$ cat src/rtl/wspm_pkg.sv
// wspm_pkg: shared constants, request codes and cell control type for the
// wildcard star pattern matcher; no dependencies
package wspm_pkg;

  localparam int unsigned MAX_TOKENS = 16;
  localparam int unsigned IDX_W      = (MAX_TOKENS > 1) ? $clog2(MAX_TOKENS) : 1;
  localparam int unsigned CNT_W      = $clog2(MAX_TOKENS + 1);
  localparam int unsigned REQ_W      = 2;
  localparam int unsigned CHAR_W     = 8;

  localparam logic [CHAR_W-1:0] CHAR_ANY  = 8'h2E;
  localparam logic [CHAR_W-1:0] CHAR_STAR = 8'h2A;

  typedef enum logic [REQ_W-1:0] {
    REQ_CLEAR   = 2'd0,
    REQ_PATTERN = 2'd1,
    REQ_TEXT    = 2'd2,
    REQ_END     = 2'd3
  } req_e;

  // control broadcast from the top level to every cell
  typedef struct packed {
    logic              start_pend;
    logic              text_beat;
    logic              tok_write;
    logic              star_mark;
    logic [CHAR_W-1:0] char_val;
    logic [CNT_W-1:0]  tok_count;
  } cell_ctrl_t;

endpackage

$ cat src/rtl/wspm_ifs.sv
// wspm_req_if / wspm_res_if: valid-ready channels for request and result beats
// depends on wspm_pkg
interface wspm_req_if import wspm_pkg::*; ();
  logic              valid;
  logic              ready;
  logic [REQ_W-1:0]  req_type;
  logic [CHAR_W-1:0] char_value;

  modport source (output valid, output req_type, output char_value, input ready);
  modport sink (input valid, input req_type, input char_value, output ready);
endinterface

interface wspm_res_if import wspm_pkg::*; ();
  logic valid;
  logic ready;
  logic matched;
  logic status;

  modport source (output valid, output matched, output status, input ready);
  modport sink (input valid, input matched, input status, output ready);
endinterface

$ cat src/rtl/wspm_cell.sv
// wspm_cell: one pattern token plus the active bit of its position
// depends on wspm_pkg; chained by wildcard_star_pattern_matcher_core through three ripple signals
module wspm_cell import wspm_pkg::*; (
  input  logic             clk_i,
  input  logic             rst_ni,
  input  logic [IDX_W-1:0] idx_i,
  input  cell_ctrl_t       ctrl_i,
  input  logic             start_i,
  input  logic             fwd_i,
  input  logic             clos_i,
  output logic             start_o,
  output logic             fwd_o,
  output logic             clos_o,
  output logic             starred_o,
  output logic             hit_o
);

  logic [CHAR_W-1:0] tok_q;
  logic              star_q;
  logic              act_q, act_d;
  logic              valid, at_end, act_eff, match, take, closed;
  logic              wr_here, star_here;

  assign valid     = CNT_W'(idx_i) < ctrl_i.tok_count;
  assign at_end    = CNT_W'(idx_i) == ctrl_i.tok_count;
  assign wr_here   = ctrl_i.tok_write & at_end;
  assign star_here = ctrl_i.star_mark & (CNT_W'(idx_i) + CNT_W'(1) == ctrl_i.tok_count);

  // a fresh text starts from position 0 closed over leading starred tokens
  assign act_eff = ctrl_i.start_pend ? start_i : act_q;
  assign match   = (tok_q == CHAR_ANY) || (tok_q == ctrl_i.char_val);
  assign take    = valid & act_eff & match;
  assign closed  = fwd_i | (take & star_q) | clos_i;

  assign start_o   = start_i & star_q & valid;
  assign fwd_o     = take & ~star_q;
  assign clos_o    = closed & star_q & valid;
  assign starred_o = star_q;
  assign hit_o     = at_end & act_eff;

  assign act_d = ctrl_i.text_beat ? closed : act_q;

  always_ff @(posedge clk_i or negedge rst_ni) begin
    if (!rst_ni) begin
      act_q <= 1'b0;
    end else begin
      act_q <= act_d;
    end
  end

  always_ff @(posedge clk_i) begin
    if (wr_here) begin
      tok_q  <= ctrl_i.char_val;
      star_q <= 1'b0;
    end else if (star_here) begin
      star_q <= 1'b1;
    end
  end

endmodule

$ cat src/rtl/wildcard_star_pattern_matcher_core.sv
// wildcard_star_pattern_matcher_core: top level, token count, overflow flag,
// cell chain and result register; depends on wspm_pkg, wspm_ifs, wspm_cell
//
// Whole-string matcher for patterns of literal bytes, '.' (any byte) and '*'
// (zero or more of the token before it). Send a clear beat, then pattern
// bytes, then text bytes, then an end beat; only the end beat produces a
// result (matched, status). On each text beat a row of
// MAX_TOKENS cells, one per token, updates the whole active-position vector
// in the cycle the byte arrives, with the star closure rippling from cell to
// cell. A new beat is taken every cycle while the result register is empty
// or being drained. A pattern of more than MAX_TOKENS tokens sets status 1
// and forces matched 0 until the next clear.
module wildcard_star_pattern_matcher_core import wspm_pkg::*; (
  input  logic       clk_i,
  input  logic       rst_ni,
  wspm_req_if.sink   req_i,
  wspm_res_if.source res_o
);

  logic             res_valid_q, res_valid_d;
  logic             matched_q, matched_d;
  logic             status_q, status_d;
  logic [CNT_W-1:0] count_q, count_d;
  logic             ovf_q, ovf_d;
  logic             start_q, start_d;
  logic             act_end_q, act_end_d;

  logic              beat;
  logic              is_clear, is_pat, is_text, is_end;
  logic              last_starred, star_ok, new_tok;
  logic [CNT_W-1:0]  last_cnt;
  cell_ctrl_t        ctrl;

  logic [MAX_TOKENS:0]   start_c, fwd_c, clos_c;
  logic [MAX_TOKENS-1:0] starred, hits;
  logic                  act_end_eff, hit;

  assign req_i.ready = ~res_valid_q | res_o.ready;
  assign beat        = req_i.valid & req_i.ready;
  assign is_clear    = beat & (req_i.req_type == REQ_CLEAR);
  assign is_pat      = beat & (req_i.req_type == REQ_PATTERN);
  assign is_text     = beat & (req_i.req_type == REQ_TEXT);
  assign is_end      = beat & (req_i.req_type == REQ_END);

  // a star marks the last token unless there is none or it is already starred
  assign last_cnt     = count_q - CNT_W'(1);
  assign last_starred = starred[last_cnt[IDX_W-1:0]];
  assign star_ok      = (req_i.char_value == CHAR_STAR) && (count_q != '0) && !last_starred;
  assign new_tok      = is_pat & ~ovf_q & ~star_ok & (count_q < CNT_W'(MAX_TOKENS));

  assign ctrl.start_pend = start_q;
  assign ctrl.text_beat  = is_text;
  assign ctrl.tok_write  = new_tok;
  assign ctrl.star_mark  = is_pat & ~ovf_q & star_ok;
  assign ctrl.char_val   = req_i.char_value;
  assign ctrl.tok_count  = count_q;

  assign start_c[0] = 1'b1;
  assign fwd_c[0]   = 1'b0;
  assign clos_c[0]  = 1'b0;

  for (genvar g = 0; g < MAX_TOKENS; g++) begin : g_cell
    wspm_cell u_cell (
      .clk_i     (clk_i),
      .rst_ni    (rst_ni),
      .idx_i     (IDX_W'(g)),
      .ctrl_i    (ctrl),
      .start_i   (start_c[g]),
      .fwd_i     (fwd_c[g]),
      .clos_i    (clos_c[g]),
      .start_o   (start_c[g+1]),
      .fwd_o     (fwd_c[g+1]),
      .clos_o    (clos_c[g+1]),
      .starred_o (starred[g]),
      .hit_o     (hits[g])
    );
  end

  // position past the last cell has no token of its own
  assign act_end_eff = start_q ? start_c[MAX_TOKENS] : act_end_q;
  assign act_end_d   = is_text ? (fwd_c[MAX_TOKENS] | clos_c[MAX_TOKENS]) : act_end_q;
  assign hit = (|hits) | (act_end_eff & (count_q == CNT_W'(MAX_TOKENS)));

  always_comb begin
    count_d = count_q;
    ovf_d   = ovf_q;
    start_d = start_q;
    if (is_clear) begin
      count_d = '0;
      ovf_d   = 1'b0;
      start_d = 1'b1;
    end else if (is_pat) begin
      start_d = 1'b1;
      if (new_tok) begin
        count_d = count_q + CNT_W'(1);
      end else if (!ovf_q && !star_ok) begin
        ovf_d = 1'b1;
      end
    end else if (is_text) begin
      start_d = 1'b0;
    end else if (is_end) begin
      start_d = 1'b1;
    end
  end

  always_comb begin
    res_valid_d = res_valid_q & ~res_o.ready;
    matched_d   = matched_q;
    status_d    = status_q;
    if (is_end) begin
      res_valid_d = 1'b1;
      matched_d   = hit & ~ovf_q;
      status_d    = ovf_q;
    end
  end

  always_ff @(posedge clk_i or negedge rst_ni) begin
    if (!rst_ni) begin
      res_valid_q <= 1'b0;
      count_q     <= '0;
      ovf_q       <= 1'b0;
      start_q     <= 1'b1;
      act_end_q   <= 1'b0;
    end else begin
      res_valid_q <= res_valid_d;
      count_q     <= count_d;
      ovf_q       <= ovf_d;
      start_q     <= start_d;
      act_end_q   <= act_end_d;
    end
  end

  always_ff @(posedge clk_i) begin
    matched_q <= matched_d;
    status_q  <= status_d;
  end

  assign res_o.valid   = res_valid_q;
  assign res_o.matched = matched_q;
  assign res_o.status  = status_q;

endmodule
$ cat src/flat_wrapper.sv
// flat-port wrapper written by rule: the top's interface ports become plain ports
module wildcard_star_pattern_matcher_core_flat import wspm_pkg::*;
  (clk_i, rst_ni, req_i_valid, req_i_req_type, req_i_char_value, req_i_ready, res_o_valid, res_o_matched, res_o_status, res_o_ready);
  wspm_req_if req_i_i ();
  wspm_res_if res_o_i ();
  input  logic clk_i;
  input  logic rst_ni;
  input wire logic [$bits(req_i_i.valid)-1:0] req_i_valid;
  input wire logic [$bits(req_i_i.req_type)-1:0] req_i_req_type;
  input wire logic [$bits(req_i_i.char_value)-1:0] req_i_char_value;
  output wire logic [$bits(req_i_i.ready)-1:0] req_i_ready;
  output wire logic [$bits(res_o_i.valid)-1:0] res_o_valid;
  output wire logic [$bits(res_o_i.matched)-1:0] res_o_matched;
  output wire logic [$bits(res_o_i.status)-1:0] res_o_status;
  input wire logic [$bits(res_o_i.ready)-1:0] res_o_ready;
  assign req_i_i.valid = req_i_valid;
  assign req_i_i.req_type = req_i_req_type;
  assign req_i_i.char_value = req_i_char_value;
  assign req_i_ready = req_i_i.ready;
  assign res_o_valid = res_o_i.valid;
  assign res_o_matched = res_o_i.matched;
  assign res_o_status = res_o_i.status;
  assign res_o_i.ready = res_o_ready;
  wildcard_star_pattern_matcher_core u_core (.clk_i(clk_i), .rst_ni(rst_ni), .req_i(req_i_i), .res_o(res_o_i));
endmodule
$ cat config.mk
export PLATFORM = sky130hd
export DESIGN_NAME = wildcard_star_pattern_matcher_core_flat
export DESIGN_NICKNAME = d
export VERILOG_FILES = /design/src/rtl/wspm_pkg.sv /design/src/rtl/wspm_ifs.sv /design/src/rtl/wspm_cell.sv /design/src/rtl/wildcard_star_pattern_matcher_core.sv /design/src/flat_wrapper.sv
export SDC_FILE = /design/constraint.sdc
export NUM_CORES = 1
export LEC_CHECK = 0
export BUFFER_PORTS_ARGS = -buffer_cell sky130_fd_sc_hd__buf_2
export CORE_ASPECT_RATIO = 0.5
export CORE_MARGIN = 3
export CORE_UTILIZATION = 54
export DETAILED_ROUTE_END_ITERATION = 8
export GPL_TIMING_DRIVEN = 0
export PLACE_DENSITY_LB_ADDON = 0.2
export SYNTH_ARGS = -nofsm -noshare
export SYNTH_HDL_FRONTEND = slang
export SYNTH_SLANG_ARGS = --single-unit
$ cat constraint.sdc
create_clock -name clk_i -period 7.3 [get_ports clk_i]
set_clock_uncertainty 0.2 [all_clocks]
set_input_delay 1.825 -clock clk_i [delete_from_list [all_inputs] [get_ports clk_i]]
set_output_delay 1.825 -clock clk_i [all_outputs]
set_load 0.01 [all_outputs]
==> flow_metrics.env, run 1 <==
export IMPL_cts_resized=0
export IMPL_slowest_delay_ns=0.55
export IMPL_wl_per_cell_um=22.7
export IMPL_ys_seq_elements=171
export IMPL_period_needed_ns=5.01
export IMPL_syn_area_per_cell_um2=11.6
export IMPL_synth_xor_area_share_pct=13.0
export IMPL_max_clock_path_buffers=2
export IMPL_path_class="primary input to flip-flop"
export IMPL_rows=32
export IMPL_hold_violations=0
export IMPL_dieArea_mm2=0.0180
export IMPL_worst_slack_ns=2.29
export IMPL_ir_drop_mv=0.157
export IMPL_cp_arrival_ns=5.13
export IMPL_num_vias=6460
export IMPL_overflow=0
export IMPL_preCtsSetupSlack_ns=1.94
export IMPL_tns_ns=0
export IMPL_cp_start_kind="primary input"
export IMPL_diodes=0
export IMPL_synth_cell_types=73
export IMPL_end_kind="flip-flop"
export IMPL_final_min_period_over_clock_period_pct=68.7
export IMPL_synth_compound_area_share_pct=11.3
export IMPL_p_per_area_mw_per_mm2=234
export IMPL_clk_latency_ns=0.43
export IMPL_yosysWarningCount=0
export IMPL_core_mm2=0.0157
export IMPL_cell_internal_pwr_uw=1670
export IMPL_p_leak_uw=0.00334
export IMPL_layout_nets=816
export IMPL_postCtsSetupRepairBufs=0
export IMPL_hpwl_mm=16.0
export IMPL_synth_edff_count=130
export IMPL_synthArstFlopShare_pct=14.6
export IMPL_root_buffer="clkbuf_16"
export IMPL_status="complete, no violations"
export IMPL_syn_cell_area_mm2=0.00880
export IMPL_synth_main_ff_cell="edfxtp_1"
export IMPL_via_per_inst=6.26
export IMPL_clk_pin_slew_ns=0.07
export IMPL_first_iter_violations=885
export IMPL_antenna_found_initial=0
export IMPL_path_max_fanout=17
export IMPL_grt_pass1_vias=6101
export IMPL_fp_dieW_um=187
export IMPL_clkPwrFrac_pct=40.8
export IMPL_synth_mux_area_share_pct=1.61
export IMPL_synth_nets=779
export IMPL_p_switching_uw=611
export IMPL_final_common_cell="edfxtp_1"
export IMPL_path_cells="buf_2 -> buf_2 -> buf_2 -> xor2_1 -> nor4_1 -> a21oi_1 -> nor4_1 -> o31ai_1 -> o21a_1 -> a31oi_1 -> a211oi_1 -> nor2_1"
export IMPL_pwr_share_comb_pct=11.8
export IMPL_rsz0062_at_grt="no"
export IMPL_min_path_type="flip-flop to flip-flop"
export IMPL_antenna_left=0
export IMPL_max_slew_worst_pin_slew_ns=0.980
export IMPL_initial_core_util_pct=56.1
export IMPL_synthCells=761
export IMPL_synth_top_family_by_area="simple AND/OR/NAND/NOR gates"
export IMPL_required_ns=7.41
export IMPL_grt_first_pass_wirelength_mm=35.7
export IMPL_cts_tree="yes"
export IMPL_cts_htree_levels=4
export IMPL_maxSlewViolCount=0
export IMPL_clock_sinks=171
export IMPL_crit_buf_inv=3
export IMPL_fp_dieH_um=96.3
export IMPL_cpMostUsedCell="buf_2"
export IMPL_slowest_stage="a21oi_1"
export IMPL_finalSetupViolCount=0
export IMPL_drive_gt1_share_pct=11.8
export IMPL_ios=18
export IMPL_firstDrtPassIters=6
export IMPL_max_slew_margin_pct=34.4
export IMPL_io_buffers=17
export IMPL_grt_max_degree=26
export IMPL_switching_share_pct=26.7
export IMPL_critical_path_top_delay_family="compound AO/OA/AOI/OAI gates"
export IMPL_totalWireLength_mm=23.5
export IMPL_drv_cap=0
export IMPL_synthAdderAreaFrac_pct=0.569
export IMPL_syn2layout_area_growth_pct=11.1
export IMPL_gp_congestion=0.996
export IMPL_p_seq_share_pct=47.4
export IMPL_grtUsageTotal_pct=26.8
export IMPL_drc=0
export IMPL_timing_fmax_mhz=200
export IMPL_cts_buffers=17
export IMPL_post_synth_and_or_nand_nor_area_fraction_pct=15.7
export IMPL_cts_hold_buffers=0
export IMPL_final_cell_mix="edfxtp_1 (130), xor2_1 (67), xnor2_1 (64), nor2_1 (62), nand2_1 (46)"
export IMPL_ys_seq_area_share_pct=55.1
## power groups by stage
stage	clock network, uW	registers, uW	logic [uW]
2_1_floorplan	0	1100	175
4_1_cts	937	1080	264
3_3_place_gp	0	1100	262
6_report	932	1080	270
3_5_place_dp	0	1100	262
5_1_grt	983	1090	289
## per-layer routing
metal  part of all wire [%]  vias up  GRT usage (%)
li1                       -     2914              -
met4                    2.0        0           9.30
met1                     44     3153           37.1
met2                     43      337           41.8
met3                     10       56           7.02
met5                      0        -              0
## sequential cells by signal (all words and copies together) (netlist names)
signal,flops
u_core.res_o.status,1
u_core.start_q,1
u_core.g_cell.u_cell.starred_o,16
u_core.g_cell.u_cell.tok_q,128
u_core.res_o.matched,1
u_core.act_end_q,1
u_core.count_q,5
u_core.res_o.valid,1
u_core.ovf_q,1
u_core.g_cell.u_cell.act_q,16
## synth_stat cells, drive strengths merged (11+ instances only)
| cell type | n | area share [%] |
|---|---|---|
| a31oi | 20 | 1.4 |
| nand4 | 19 | 1.4 |
| a21oi | 34 | 1.9 |
| nand2b | 12 | 0.88 |
| buf | 23 | 1.5 |
| nand2 | 46 | 2.0 |
| o22ai | 11 | 0.78 |
| nand4b | 14 | 1.4 |
| o21ai | 24 | 1.4 |
| nor3 | 11 | 0.63 |
| dfrtp | 24 | 6.8 |
| xor2 | 67 | 6.7 |
| nor4 | 26 | 1.8 |
| clkbuf | 16 | 0.68 |
| dfxtp | 16 | 3.6 |
| xnor2 | 64 | 6.4 |
| inv | 12 | 0.51 |
| edfxtp | 130 | 44 |
| nor2b | 13 | 1.1 |
| nor2 | 63 | 2.7 |
## through the flow
stage | utilization [%] | instances | area, um2 | hold WS, ns | total power (uW)
6_report | 62.3 | 1032 | 9780 | 0.298 | 2290
5_1_grt | 62.3 | 1032 | 9780 | 0.297 | 2360
4_1_cts | 62.3 | 1031 | 9780 | 0.286 | 2280
3_5_place_dp | 58.4 | 999 | 9170 | 0.270 | 1370
3_3_place_gp | 58.4 | 999 | 9170 | 0.261 | 1370
2_1_floorplan | - | 761 | 8800 | 0.239 | 1280
## cells by family after synthesis
group,after synthesis
and+or+nand+nor,251
muxes,7
DFF,171
AOI/OAI and AO/OA,146
buffers and inverters,51
xor gates and xnor gates,131
adders and majority gates,4
## worst reg2reg max path: cells and delay by family (launching register included)
family                     cells  cell delay (ns)
adders and majority gates      1             0.48
muxes                          2             0.51
buffers and inverters          3             0.74
and+or+nand+nor                5             1.46
DFF                            1             0.55
## final cells by class
cell class / instances / area [um2]
Inverter: 12 / 45.0
Clock buffer: 18 / 429
Buffer: 39 / 195
Sequential cell: 171 / 4850
Fill cell: 1211 / 5910
Tap cell: 221 / 277
Timing Repair Buffer: 18 / 92.6
Multi-Input combinational cell: 539 / 3710
Clock inverter: 14 / 183
## worst paths after layout
| kind | from | to | slack [ns] | cells after the start |
|---|---|---|---|---|
| max | req_i_char_value[7] | u_core.g_cell[13].u_cell.act_q | 2.29 | 12 |
| min | u_core.g_cell[14].u_cell.act_q | u_core.g_cell[14].u_cell.act_q | 0.30 | 2 |
| max reg2reg | u_core.count_q[1] | u_core.g_cell[13].u_cell.tok_q[1] | 2.99 | 11 |
| min reg2reg | u_core.g_cell[14].u_cell.act_q | u_core.g_cell[14].u_cell.act_q | 0.30 | 2 |
| max in group asynchronous | rst_ni | u_core.count_q[3] | 5.34 | 1 |
| min in group asynchronous | rst_ni | u_core.g_cell[15].u_cell.act_q | 1.18 | 1 |
Note: power is estimated with default switching activity, not from simulation.
==> run 2, diff against run 1 <==
==> constraint.sdc (replaced) <==
create_clock -name clk_i -period 4.1 [get_ports clk_i]
set_clock_uncertainty 0.2 [all_clocks]
set_input_delay 1.025 -clock clk_i [delete_from_list [all_inputs] [get_ports clk_i]]
set_output_delay 1.025 -clock clk_i [all_outputs]
set_load 0.01 [all_outputs]
==> run 2 against run 1 <==
Net effect:
- sequential cell count stayed put
- final cell count hardly changed
- register-to-register slack worse by 2.8 ns
- combinational power grew 81%
- critical path type is now flip-flop to flip-flop
- largest cell class unchanged
- highest routed layer unchanged
==> flow_metrics.env, run 2 (same netlist as run 1, synthesis figures left out) <==
export IMPL_p_leak_uw=0.00335
export IMPL_final_min_period_over_clock_period_pct=95.5
export IMPL_cp_arrival_ns=3.87
export IMPL_dieArea_mm2=0.0180
export IMPL_core_mm2=0.0157
export IMPL_clk_latency_ns=0.43
export IMPL_initial_core_util_pct=56.1
export IMPL_path_class="flip-flop to flip-flop"
export IMPL_ir_drop_mv=0.280
export IMPL_root_buffer="clkbuf_16"
export IMPL_ios=18
export IMPL_max_slew_margin_pct=37.1
export IMPL_r2r_end="u_core.g_cell[13].u_cell.tok_q[1]"
export IMPL_end_kind="flip-flop"
export IMPL_path_max_fanout=10
export IMPL_antenna_found_initial=0
export IMPL_worstHoldEndpoint="u_core.g_cell[6].u_cell.act_q"
export IMPL_hpwl_mm=16.0
export IMPL_first_iter_violations=895
export IMPL_max_clock_path_buffers=2
export IMPL_syn2layout_area_growth_pct=12.1
export IMPL_worst_slack_ns=0.183
export IMPL_firstDrtPassIters=6
export IMPL_drv_cap=0
export IMPL_pwr_share_comb_pct=12.0
export IMPL_cts_buffers=17
export IMPL_gp_congestion=0.996
export IMPL_r2r_setup_slack_ns=0.18
export IMPL_cp_start_kind="flip-flop"
export IMPL_grt_first_pass_wirelength_mm=35.7
export IMPL_period_needed_ns=3.92
export IMPL_min_path_type="flip-flop to flip-flop"
export IMPL_grt_pass1_vias=6131
export IMPL_timing_fmax_mhz=255
export IMPL_finalPower_uw=4080
export IMPL_hold_violations=0
export IMPL_largest_reg_flops=128
export IMPL_layout_nets=817
export IMPL_rows=32
export IMPL_grt_max_degree=26
export IMPL_preCtsSetupSlack_ns=-0.460
export IMPL_p_switching_uw=1090
export IMPL_cell_internal_pwr_uw=2990
export IMPL_totalWireLength_mm=23.6
export IMPL_timing_rr_start="u_core.count_q[1]"
export IMPL_fp_dieW_um=187
export IMPL_drc=0
export IMPL_required_ns=4.06
export IMPL_status="complete, no violations"
export IMPL_final_cell_mix="edfxtp_1 (130), xor2_1 (67), xnor2_1 (64), nor2_1 (59), nand2_1 (46)"
export IMPL_fin_cells=1033
export IMPL_finalSetupViolCount=0
export IMPL_holdPathStages=1
export IMPL_fin_util_pct=62.9
export IMPL_top_register="u_core.g_cell.u_cell.tok_q"
export IMPL_cts_tree="yes"
export IMPL_clk_pin_slew_ns=0.07
export IMPL_maxSlewViolCount=0
export IMPL_drive_gt1_share_pct=13.1
export IMPL_max_slew_worst_pin_slew_ns=0.942
export IMPL_switching_share_pct=26.8
export IMPL_rr_worst_depth=11
export IMPL_dp_cells=999
export IMPL_final_common_cell="edfxtp_1"
export IMPL_p_per_area_mw_per_mm2=413
export IMPL_tns_ns=0
export IMPL_antenna_left=0
export IMPL_p_seq_share_pct=47.3
export IMPL_wl_per_cell_um=22.9
export IMPL_grtUsageTotal_pct=26.9
export IMPL_io_buffers=17
export IMPL_via_per_inst=6.21
export IMPL_num_vias=6418
export IMPL_clock_sinks=171
export IMPL_min_from="u_core.g_cell[6].u_cell.act_q"
export IMPL_cts_htree_levels=4
export IMPL_clkPwrFrac_pct=40.7
export IMPL_overflow=0
export IMPL_fp_dieH_um=96.3
export IMPL_diodes=0
run 2: cell count changes in the layout (fill, tap and decap cells not counted), moves of 2 or more:
cell / delta
buf_2: -15
clkbuf_4: +14
nor2_1: -3
nor2_2: +3
buf_4: +2
run 2: layout make-up:
class | count | area (um2)
Buffer | 39 | 221
Clock buffer | 18 | 429
Clock inverter | 14 | 183
Fill cell | 1194 | 5830
Inverter | 12 | 45.0
Multi-Input combinational cell | 539 | 3750
Sequential cell | 171 | 4850
Tap cell | 221 | 277
Timing Repair Buffer | 19 | 113
run 2: critical path: stages (launching register included):
cell      delay (ns)
dfrtp_2         0.47
clkbuf_2        0.25
inv_1           0.16
ha_1            0.46
mux4_2          0.37
mux4_2          0.46
or3_4           0.45
nor2b_4         0.15
buf_6           0.15
nor2b_4         0.15
nand2_1         0.19
nor2_2          0.17
run 2: through the flow:
step                      cell area, um2  hold slack (ns)
after global routing                9870            0.297
after global placement              9170            0.261
after floorplan                     8800            0.239
after CTS                           9790            0.286
final                               9870            0.293
after detailed placement            9170            0.270
run 2: power by group through the flow:
stage               Combinational [uW]  Clock (uW)  Sequential, uW
detailed placement                 467           0            1970
CTS                                471        1670            1930
floorplan                          312           0            1960
global route                       523        1750            1930
finish                             488        1660            1930
global placement                   466           0            1960
run 2: how the worst max path moves through the flow:
stage,startpoint,to,slack (ns),cells after the start
after global routing,req_i_char_value[4],u_core.g_cell[15].u_cell.act_q,-0.01,12
after CTS,req_i_char_value[0],u_core.act_end_q,0.006,11
after detailed placement,req_i_char_value[6],u_core.g_cell[13].u_cell.act_q,-0.46,12
final,u_core.count_q[1],u_core.g_cell[13].u_cell.tok_q[1],0.18,11
after global placement,req_i_char_value[3],u_core.g_cell[13].u_cell.act_q,-0.50,12
after floorplan,u_core.count_q[1],u_core.g_cell[10].u_cell.tok_q[0],0.60,10
run 2: timing repair:
action / in CTS / in global routing
setup buffers: 0 / 1
setup endpoints to repair: 26 / 27
cloned: 0 / 0
gates resized for setup: 6 / 19
hold buffers: 0 / 0
pin swaps: 0 / 1
hold endpoints to repair: 0 / 0
run 2: routing by layer:
metal  vias to the layer above  track usage, %  wire length (um)
met4                         0            9.62               442
met2                       330            41.5             10300
met1                      3129            37.2             10500
met5                         -               0                 0
li1                       2915               -                 -
met3                        44            7.02              2350
